File: src/hdl/cbq_pkg.sv
package cbq_pkg;

	localparam int NUM_CHANNELS = 2;
	localparam int MAX_STAGES   = 4;

	localparam int SMP_W     = 24;
	localparam int CH_W      = 1;
	localparam int COEF_W    = 32;
	localparam int SLOPE_W   = 2;
	localparam int DLY_W     = 40;
	localparam int PROD_W    = COEF_W + SMP_W;
	localparam int ACC_W     = 64;
	localparam int ALIGN_SH  = 21;
	localparam int OUT_SH    = 28;
	localparam int REG_IDX_W = 3;

	localparam int DEPTH     = NUM_CHANNELS * MAX_STAGES;
	localparam int IDX_W     = (DEPTH > 1) ? $clog2(DEPTH) : 1;
	localparam int STG_W     = (MAX_STAGES > 1) ? $clog2(MAX_STAGES) : 1;
	localparam int STG_CNT_W = $clog2(MAX_STAGES + 1);

	localparam logic [REG_IDX_W-1:0] REG_B0    = 3'd0;
	localparam logic [REG_IDX_W-1:0] REG_B1    = 3'd1;
	localparam logic [REG_IDX_W-1:0] REG_B2    = 3'd2;
	localparam logic [REG_IDX_W-1:0] REG_A1    = 3'd3;
	localparam logic [REG_IDX_W-1:0] REG_A2    = 3'd4;
	localparam logic [REG_IDX_W-1:0] REG_SLOPE = 3'd5;

	localparam logic [SLOPE_W-1:0] SLOPE_ONE   = 2'd0;
	localparam logic [SLOPE_W-1:0] SLOPE_TWO   = 2'd1;
	localparam logic [SLOPE_W-1:0] SLOPE_FOUR  = 2'd2;
	localparam logic [SLOPE_W-1:0] SLOPE_SPARE = 2'd3;

	localparam logic [2:0] CSEL_B0 = 3'd0;
	localparam logic [2:0] CSEL_B1 = 3'd1;
	localparam logic [2:0] CSEL_B2 = 3'd2;
	localparam logic [2:0] CSEL_A1 = 3'd3;
	localparam logic [2:0] CSEL_A2 = 3'd4;

	localparam logic [1:0] BASE_ACC  = 2'd0;
	localparam logic [1:0] BASE_Z1   = 2'd1;
	localparam logic [1:0] BASE_Z2   = 2'd2;
	localparam logic [1:0] BASE_ZERO = 2'd3;

	localparam logic [1:0] AOP_NONE = 2'd0;
	localparam logic [1:0] AOP_ADD  = 2'd1;
	localparam logic [1:0] AOP_SUB  = 2'd2;

	typedef struct packed {
		logic signed [COEF_W-1:0] b0;
		logic signed [COEF_W-1:0] b1;
		logic signed [COEF_W-1:0] b2;
		logic signed [COEF_W-1:0] a1;
		logic signed [COEF_W-1:0] a2;
	} coef_t;

	typedef struct packed {
		logic             load_x;
		logic             clr_y;
		logic             y_en;
		logic             adv;
		logic             mul_en;
		logic [2:0]       mul_coef;
		logic             mul_sel_y;
		logic             acc_en;
		logic [1:0]       acc_base;
		logic [1:0]       acc_op;
		logic             wr_first;
		logic             wr_second;
		logic [IDX_W-1:0] idx;
	} cmd_t;

	function automatic logic [STG_CNT_W-1:0] stage_count(input logic [SLOPE_W-1:0] slope);
		int n;
		case (slope)
			SLOPE_ONE: n = 1;
			SLOPE_TWO: n = 2;
			default:   n = 4;
		endcase
		if (n > MAX_STAGES)
			n = MAX_STAGES;
		return STG_CNT_W'(n);
	endfunction

endpackage

File: src/hdl/cbq_ctrl.sv
module cbq_ctrl
	import cbq_pkg::*;
(
	input  logic                 clk,
	input  logic                 arst_n,
	input  logic                 in_valid,
	output logic                 in_ready,
	input  logic [CH_W-1:0]      in_channel,
	input  logic [SLOPE_W-1:0]   slope,
	input  logic                 out_free,
	output logic                 done,
	output cmd_t                 cmd
);

	localparam logic [3:0] ST_IDLE = 4'd0;
	localparam logic [3:0] ST_C0   = 4'd1;
	localparam logic [3:0] ST_C1   = 4'd2;
	localparam logic [3:0] ST_C2   = 4'd3;
	localparam logic [3:0] ST_C3   = 4'd4;
	localparam logic [3:0] ST_C4   = 4'd5;
	localparam logic [3:0] ST_C5   = 4'd6;
	localparam logic [3:0] ST_C6   = 4'd7;
	localparam logic [3:0] ST_C7   = 4'd8;
	localparam logic [3:0] ST_FIN  = 4'd9;

	logic [3:0]           state_q;
	logic [3:0]           state_d;
	logic [CH_W-1:0]      ch_q;
	logic [STG_W-1:0]     stage_q;
	logic [STG_CNT_W-1:0] nst_q;
	logic                 accept;
	logic                 ch_ok;
	logic                 last_stage;

	assign in_ready   = (state_q == ST_IDLE);
	assign accept     = in_valid && in_ready;
	assign ch_ok      = (int'(in_channel) < NUM_CHANNELS);
	assign last_stage = ((int'(stage_q) + 1) >= int'(nst_q));
	assign done       = (state_q == ST_FIN) && out_free;

	always_comb begin
		state_d = state_q;
		cmd = '0;
		cmd.idx = IDX_W'(int'(ch_q) * MAX_STAGES + int'(stage_q));
		case (state_q)
			ST_IDLE: begin
				if (accept) begin
					cmd.load_x = 1'b1;
					cmd.clr_y  = !ch_ok;
					state_d    = ch_ok ? ST_C0 : ST_FIN;
				end
			end
			ST_C0: begin
				cmd.mul_en   = 1'b1;
				cmd.mul_coef = CSEL_B0;
				state_d      = ST_C1;
			end
			ST_C1: begin
				cmd.acc_en   = 1'b1;
				cmd.acc_base = BASE_Z1;
				cmd.acc_op   = AOP_ADD;
				cmd.mul_en   = 1'b1;
				cmd.mul_coef = CSEL_B1;
				state_d      = ST_C2;
			end
			ST_C2: begin
				cmd.y_en     = 1'b1;
				cmd.acc_en   = 1'b1;
				cmd.acc_base = BASE_Z2;
				cmd.acc_op   = AOP_ADD;
				state_d      = ST_C3;
			end
			ST_C3: begin
				cmd.mul_en    = 1'b1;
				cmd.mul_coef  = CSEL_A1;
				cmd.mul_sel_y = 1'b1;
				state_d       = ST_C4;
			end
			ST_C4: begin
				cmd.acc_en   = 1'b1;
				cmd.acc_base = BASE_ACC;
				cmd.acc_op   = AOP_SUB;
				cmd.mul_en   = 1'b1;
				cmd.mul_coef = CSEL_B2;
				state_d      = ST_C5;
			end
			ST_C5: begin
				cmd.wr_first  = 1'b1;
				cmd.acc_en    = 1'b1;
				cmd.acc_base  = BASE_ZERO;
				cmd.acc_op    = AOP_ADD;
				cmd.mul_en    = 1'b1;
				cmd.mul_coef  = CSEL_A2;
				cmd.mul_sel_y = 1'b1;
				state_d       = ST_C6;
			end
			ST_C6: begin
				cmd.acc_en   = 1'b1;
				cmd.acc_base = BASE_ACC;
				cmd.acc_op   = AOP_SUB;
				state_d      = ST_C7;
			end
			ST_C7: begin
				cmd.wr_second = 1'b1;
				cmd.adv       = 1'b1;
				state_d       = last_stage ? ST_FIN : ST_C0;
			end
			ST_FIN: begin
				if (out_free)
					state_d = ST_IDLE;
			end
			default: begin
				state_d = ST_IDLE;
			end
		endcase
	end

	always_ff @(posedge clk or negedge arst_n) begin
		if (!arst_n) begin
			state_q <= ST_IDLE;
			ch_q    <= '0;
			stage_q <= '0;
			nst_q   <= '0;
		end else begin
			state_q <= state_d;
			if (accept) begin
				ch_q    <= in_channel;
				stage_q <= '0;
				nst_q   <= stage_count(slope);
			end else if (state_q == ST_C7 && !last_stage) begin
				stage_q <= stage_q + 1'b1;
			end
		end
	end

endmodule

File: src/hdl/cbq_datapath.sv
module cbq_datapath
	import cbq_pkg::*;
(
	input  logic                    clk,
	input  logic                    arst_n,
	input  cmd_t                    cmd,
	input  coef_t                   coef,
	input  logic signed [SMP_W-1:0] in_sample,
	output logic signed [SMP_W-1:0] y
);

	localparam logic signed [ACC_W-1:0] Y_HALF = ACC_W'(64'sd1 <<< (OUT_SH - 1));
	localparam logic signed [ACC_W-1:0] D_HALF = ACC_W'(64'sd1 <<< (ALIGN_SH - 1));
	localparam logic signed [ACC_W-1:0] Y_MAX  = ACC_W'((64'sd1 <<< (SMP_W - 1)) - 1);
	localparam logic signed [ACC_W-1:0] Y_MIN  = -Y_MAX - 1;
	localparam logic signed [ACC_W-1:0] D_MAX  = ACC_W'((64'sd1 <<< (DLY_W - 1)) - 1);
	localparam logic signed [ACC_W-1:0] D_MIN  = -D_MAX - 1;

	logic signed [SMP_W-1:0]  x_q;
	logic signed [SMP_W-1:0]  y_q;
	logic signed [PROD_W-1:0] prod_q;
	logic signed [ACC_W-1:0]  acc_q;
	logic signed [DLY_W-1:0]  dly1_q [DEPTH];
	logic signed [DLY_W-1:0]  dly2_q [DEPTH];

	logic signed [COEF_W-1:0] mul_a;
	logic signed [SMP_W-1:0]  mul_b;
	logic signed [ACC_W-1:0]  base;
	logic signed [ACC_W-1:0]  prod_ext;
	logic signed [ACC_W-1:0]  acc_d;
	logic signed [ACC_W-1:0]  y_rnd;
	logic signed [ACC_W-1:0]  d_rnd;
	logic signed [SMP_W-1:0]  y_sat;
	logic signed [DLY_W-1:0]  d_sat;

	always_comb begin
		case (cmd.mul_coef)
			CSEL_B0: mul_a = coef.b0;
			CSEL_B1: mul_a = coef.b1;
			CSEL_B2: mul_a = coef.b2;
			CSEL_A1: mul_a = coef.a1;
			CSEL_A2: mul_a = coef.a2;
			default: mul_a = '0;
		endcase
		mul_b = cmd.mul_sel_y ? y_q : x_q;
	end

	always_comb begin
		case (cmd.acc_base)
			BASE_ACC:  base = acc_q;
			BASE_Z1:   base = ACC_W'(dly1_q[cmd.idx]) <<< ALIGN_SH;
			BASE_Z2:   base = ACC_W'(dly2_q[cmd.idx]) <<< ALIGN_SH;
			default:   base = '0;
		endcase
		prod_ext = ACC_W'(prod_q);
		case (cmd.acc_op)
			AOP_ADD: acc_d = base + prod_ext;
			AOP_SUB: acc_d = base - prod_ext;
			default: acc_d = base;
		endcase
	end

	// round half up, then saturate
	always_comb begin
		y_rnd = (acc_q + Y_HALF) >>> OUT_SH;
		d_rnd = (acc_q + D_HALF) >>> ALIGN_SH;
		if (y_rnd > Y_MAX)
			y_sat = Y_MAX[SMP_W-1:0];
		else if (y_rnd < Y_MIN)
			y_sat = Y_MIN[SMP_W-1:0];
		else
			y_sat = y_rnd[SMP_W-1:0];
		if (d_rnd > D_MAX)
			d_sat = D_MAX[DLY_W-1:0];
		else if (d_rnd < D_MIN)
			d_sat = D_MIN[DLY_W-1:0];
		else
			d_sat = d_rnd[DLY_W-1:0];
	end

	always_ff @(posedge clk) begin
		if (cmd.load_x)
			x_q <= in_sample;
		else if (cmd.adv)
			x_q <= y_q;
		if (cmd.clr_y)
			y_q <= '0;
		else if (cmd.y_en)
			y_q <= y_sat;
		if (cmd.mul_en)
			prod_q <= PROD_W'(mul_a) * PROD_W'(mul_b);
		if (cmd.acc_en)
			acc_q <= acc_d;
	end

	always_ff @(posedge clk or negedge arst_n) begin
		if (!arst_n) begin
			for (int i = 0; i < DEPTH; i++) begin
				dly1_q[i] <= '0;
				dly2_q[i] <= '0;
			end
		end else begin
			if (cmd.wr_first)
				dly1_q[cmd.idx] <= d_sat;
			if (cmd.wr_second)
				dly2_q[cmd.idx] <= d_sat;
		end
	end

	assign y = y_q;

endmodule

File: src/hdl/cascaded_biquad_filter_unit.sv
// channel   dir  handshake                      payload
// s_axis    in   s_axis_tvalid/s_axis_tready    tdata: sample_in; tuser: channel
// m_axis    out  m_axis_tvalid/m_axis_tready    tdata: sample_out
// cfg       in   cfg_valid/cfg_ready            cfg_index, cfg_data
//
// One shared 32x24 multiplier and accumulator; each stage steps through C0 to C7.
// A sample is loaded, then runs one, two or four stages set by the slope register.
// A new sample is taken once the previous one has reached the output register.
// Reset clears coefficients to their defaults and all delay words to zero.
// cfg_ready is always high.
module cascaded_biquad_filter_unit
	import cbq_pkg::*;
(
	input  logic                 clk,
	input  logic                 arst_n,
	input  logic                 s_axis_tvalid,
	output logic                 s_axis_tready,
	input  logic [23:0]          s_axis_tdata,   // [23:0] sample_in
	input  logic [0:0]           s_axis_tuser,   // [0] channel
	output logic                 m_axis_tvalid,
	input  logic                 m_axis_tready,
	output logic [23:0]          m_axis_tdata,   // [23:0] sample_out
	input  logic                 cfg_valid,
	output logic                 cfg_ready,
	input  logic [REG_IDX_W-1:0] cfg_index,
	input  logic [COEF_W-1:0]    cfg_data
);

	coef_t                   coef_q;
	logic [SLOPE_W-1:0]      slope_q;
	logic                    out_valid_q;
	logic signed [SMP_W-1:0] out_q;
	logic                    out_free;
	logic                    done;
	logic signed [SMP_W-1:0] y;
	cmd_t                    cmd;

	assign cfg_ready = 1'b1;
	assign out_free  = !out_valid_q || m_axis_tready;

	always_ff @(posedge clk or negedge arst_n) begin
		if (!arst_n) begin
			coef_q.b0 <= COEF_W'(32'sd268435456);
			coef_q.b1 <= '0;
			coef_q.b2 <= '0;
			coef_q.a1 <= '0;
			coef_q.a2 <= '0;
			slope_q   <= '0;
		end else if (cfg_valid && cfg_ready) begin
			case (cfg_index)
				REG_B0:    coef_q.b0 <= cfg_data;
				REG_B1:    coef_q.b1 <= cfg_data;
				REG_B2:    coef_q.b2 <= cfg_data;
				REG_A1:    coef_q.a1 <= cfg_data;
				REG_A2:    coef_q.a2 <= cfg_data;
				REG_SLOPE: slope_q   <= cfg_data[SLOPE_W-1:0];
				default:   ;
			endcase
		end
	end

	cbq_ctrl u_ctrl (
		.clk        (clk),
		.arst_n     (arst_n),
		.in_valid   (s_axis_tvalid),
		.in_ready   (s_axis_tready),
		.in_channel (s_axis_tuser[0]),
		.slope      (slope_q),
		.out_free   (out_free),
		.done       (done),
		.cmd        (cmd)
	);

	cbq_datapath u_dp (
		.clk       (clk),
		.arst_n    (arst_n),
		.cmd       (cmd),
		.coef      (coef_q),
		.in_sample (s_axis_tdata[SMP_W-1:0]),
		.y         (y)
	);

	always_ff @(posedge clk or negedge arst_n) begin
		if (!arst_n) begin
			out_valid_q <= 1'b0;
		end else if (done) begin
			out_valid_q <= 1'b1;
		end else if (m_axis_tready) begin
			out_valid_q <= 1'b0;
		end
	end

	always_ff @(posedge clk) begin
		if (done)
			out_q <= y;
	end

	assign m_axis_tvalid = out_valid_q;
	assign m_axis_tdata  = out_q;

endmodule
File: config.mk
export PLATFORM = sky130hd
export DESIGN_NAME = cascaded_biquad_filter_unit
export DESIGN_NICKNAME = d
export VERILOG_FILES = /design/src/hdl/cbq_pkg.sv /design/src/hdl/cbq_ctrl.sv /design/src/hdl/cbq_datapath.sv /design/src/hdl/cascaded_biquad_filter_unit.sv
export SDC_FILE = /design/constraint.sdc
export NUM_CORES = 2
export LEC_CHECK = 0
export BUFFER_PORTS_ARGS = -buffer_cell sky130_fd_sc_hd__buf_4
export CELL_PAD_IN_SITES_DETAIL_PLACEMENT = 1
export CELL_PAD_IN_SITES_GLOBAL_PLACEMENT = 1
export CORE_MARGIN = 5
export CORE_UTILIZATION = 35
export CTS_CLUSTER_SIZE = 10
export DETAILED_ROUTE_END_ITERATION = 8
export MAX_ROUTING_LAYER = met4
export PLACE_DENSITY = 0.56
export SKIP_CTS_REPAIR_TIMING = 1
export SYNTH_ARGS = -nofsm -noshare
export SYNTH_HDL_FRONTEND = slang
export SYNTH_SLANG_ARGS = --single-unit
File: constraint.sdc
create_clock -name clk -period 19.7 [get_ports clk]
set_input_delay 0.985 -clock clk [delete_from_list [all_inputs] [get_ports clk]]
set_output_delay 0.985 -clock clk [all_outputs]
set_load 0.01 [all_outputs]
==> metrics <==
Max Fclk 91.6 MHz; RSZ-0062 raised after global routing false; post-DR vias/cell 5.40; Critical Path Sink Type flip-flop; clock buffer depth 3; drt pass-1 iters 5; Worst Setup Start Kind flip-flop; max_cap viols 0; metal2 WL 138000 microns; largest fanout on the critical path 53; Layout Nets 8894; DRT antenna net count 0; Final period util 55.4%; dpl hpwl 199000 microns; DR top layer met4; ys flop type dfrtp_1; initial antenna violation count 11; register area share after synthesis 34.4%; GR Overflow Total 0; Tightest Pin Transition 1.30 ns; WP data arrival 11.40 ns; Slew Limit Headroom 13.1%; area delta synth->final 9.66%; Ports 92; non-filler cells in the finished layout 10800; core box area 217000 sq um; Syn Area/Cell 9.52 sq um; vias after detailed routing 58100; ys async rst share 80.9%; die area 226000 sq um; clock slew at reported path FFs 0.06 ns; final core occ 38.5%; Period minus WS final 10.92 ns; post-synthesis cell count 7975; status complete, no violations; later-pin clock latency in the skew report 0.79 ns; starting DRC count in detailed routing 3350; YS warnings 0; DR DRC count 0; Hold Fails Final Rpt 0; # setup viols final 0; clk_skew 0.0623 ns; placed insts 10600; Filler cells 24600; # rows 171; CTS root buf clkbuf_16; Num CTS Buffers 120; CP Class reg -> reg; TNS Setup 0 ns; Seq cells post-synth 1005; Multi-input gate area 44700 sq um; register area 26100 sq um; Crit path required time 20.18 ns; Sink Count 1005; initial core utilization 35.1%; H-tree depth 3; Die W 476 microns; global-route wire length before repair 422000 microns; M1 wire length 123000 microns; Synth cell types 92; max-slew violations 0; share of layout cells above drive strength 1 9.90%; Hold Path Class in -> async; Port-buffer cells 90; total track usage 25.6%; WL met3 10700 microns; die height 476 microns; vias in the first global route 63200; Post-Syn Nets 9045; CTS tree built; GP Congestion 0.895; largest net degree at the start of global routing 175; cell area after synthesis 75900 sq um; WL/cell 26.1 microns; number of synthesized flops with an enable pin 192; DRT Wirelength 281000 microns
[per-layer routing]
layer,vias to the layer above,GRT usage (%)
met4,0,6.51
met5,-,-
met1,30700,33.0
met2,1184,43.2
met3,379,2.70
li1,25800,-
[synth_stat cells (12+ instances only)]
cell	n	area share, %
nand2_1	1374	6.8
or3_1	15	0.12
or2_2	15	0.12
xor2_1	79	0.91
o211ai_1	29	0.29
nor2b_1	24	0.20
nor4_1	14	0.12
mux2i_1	92	1.2
and2_1	42	0.35
a21oi_4	29	0.62
clkbuf_2	29	0.19
o21a_1	12	0.12
o31ai_1	15	0.15
o22ai_1	175	1.4
nand2b_1	41	0.34
nor3_1	79	0.52
buf_1	35	0.17
edfxtp_1	192	7.6
a21o_1	68	0.67
clkbuf_1	421	2.1
o21ai_1	101	0.67
ha_1	221	3.6
mux2_2	253	3.8
a211oi_1	33	0.33
a31oi_1	23	0.19
buf_6	13	0.19
nand4_1	30	0.25
a221oi_1	35	0.40
nor2_1	452	2.2
a21oi_1	217	1.4
and3_1	29	0.24
o21bai_1	21	0.21
fa_1	784	21
o21ai_0	811	5.3
a221o_1	37	0.49
inv_1	913	4.5
nand3_1	82	0.54
xnor2_1	170	2.0
dfrtp_1	812	27
[metrics by stage]
stage	hold slack [ns]	setup slack [ns]	instance area, sq um
after floorplan	0.440	10.10	75900
after global placement	0.455	8.66	79700
after detailed placement	0.465	8.55	79700
after CTS	0.188	8.55	83300
after global routing	0.221	7.93	83300
final	0.176	8.78	83300
[placed cells by master (no fill, tap or decap), types with 121 or more instances in the layout]
master,Yosys,routed
inv_1,913,912
clkbuf_16,0,121
nor2_1,452,450
buf_4,3,232
ha_1,221,220
nand2_1,1374,1355
o22ai_1,175,175
xnor2_1,170,170
edfxtp_1,192,192
dfrtp_1,812,808
a21oi_1,217,216
o21ai_0,811,810
fa_1,784,784
mux2_2,253,253
[critical path, cell delays in order (launching register included)]
cell and delay, ns:
dfrtp_1 0.57, nand2b_1 0.28, nand2b_4 0.49, buf_4 0.73
mux2i_1 1.02, nor2_1 0.21, fa_1 0.68, fa_1 0.90
inv_1 0.20, fa_1 0.55, inv_1 0.39, fa_1 0.52
fa_1 0.48, fa_1 0.55, inv_1 0.06, fa_1 0.55
inv_1 0.05, ha_1 0.35, a211o_1 0.34, a2111oi_0 0.42
o32a_1 0.22, o31ai_1 0.13, a41oi_1 0.30, a21oi_1 0.10
a21oi_1 0.22, o21ai_0 0.15, xnor2_1 0.15
[worst paths after layout]
check / startpoint / to / slack [ns] / cells after the start
max in group asynchronous: arst_n / coef_q[95] / 15.30 / 5
hold reg to reg: u_dp.dly1_q[76] / u_dp.dly1_q[76] / 0.48 / 2
min in group clk: u_dp.dly1_q[76] / u_dp.dly1_q[76] / 0.48 / 2
hold / removal: arst_n / u_dp.dly2_q[285] / 0.18 / 1
setup reg to reg: u_ctrl.state_q[3] / u_dp.prod_q[55] / 8.78 / 26
setup / recovery: u_ctrl.state_q[3] / u_dp.prod_q[55] / 8.78 / 26
[area by class of cell]
| cell class | instances | area share (%) |
|---|---|---|
| antenna | 3 | 0.00901 |
| clock buffer | 178 | 4.02 |
| clock inverter | 19 | 0.308 |
| inverter | 913 | 4.12 |
| multi-input combinational | 5547 | 53.7 |
| sequential | 1005 | 31.4 |
| tap | 2854 | 4.29 |
| timing repair buffer | 237 | 2.19 |
[cell families after synthesis]
kind of cell	Yosys count	synth area share (%)
compound gates	1696	13.5
flops	1005	34.4
mux	356	5.27
fa+ha+maj	1005	24.3
other cells	1	0.00494
xor+xnor	250	2.89
simple gates	2239	12.3
buf+inv	1423	7.28
[state kept, by name, indices dropped and copies added, names as in the netlist]
name            count
u_dp.dly2_q       320
u_ctrl.nst_q        3
u_dp.y             24
u_dp.x_q           24
coef_q            160
u_dp.prod_q        56
u_dp.acc_q         64
slope_q             2
u_ctrl.state_q      4
m_axis_tvalid       1
u_ctrl.ch_q         1
u_dp.dly1_q       320
m_axis_tdata       24
u_ctrl.stage_q      2
Power is left out: the tool's default activity adds up to more than one toggle a clock period on the data nets, which glitch-free logic cannot reach.
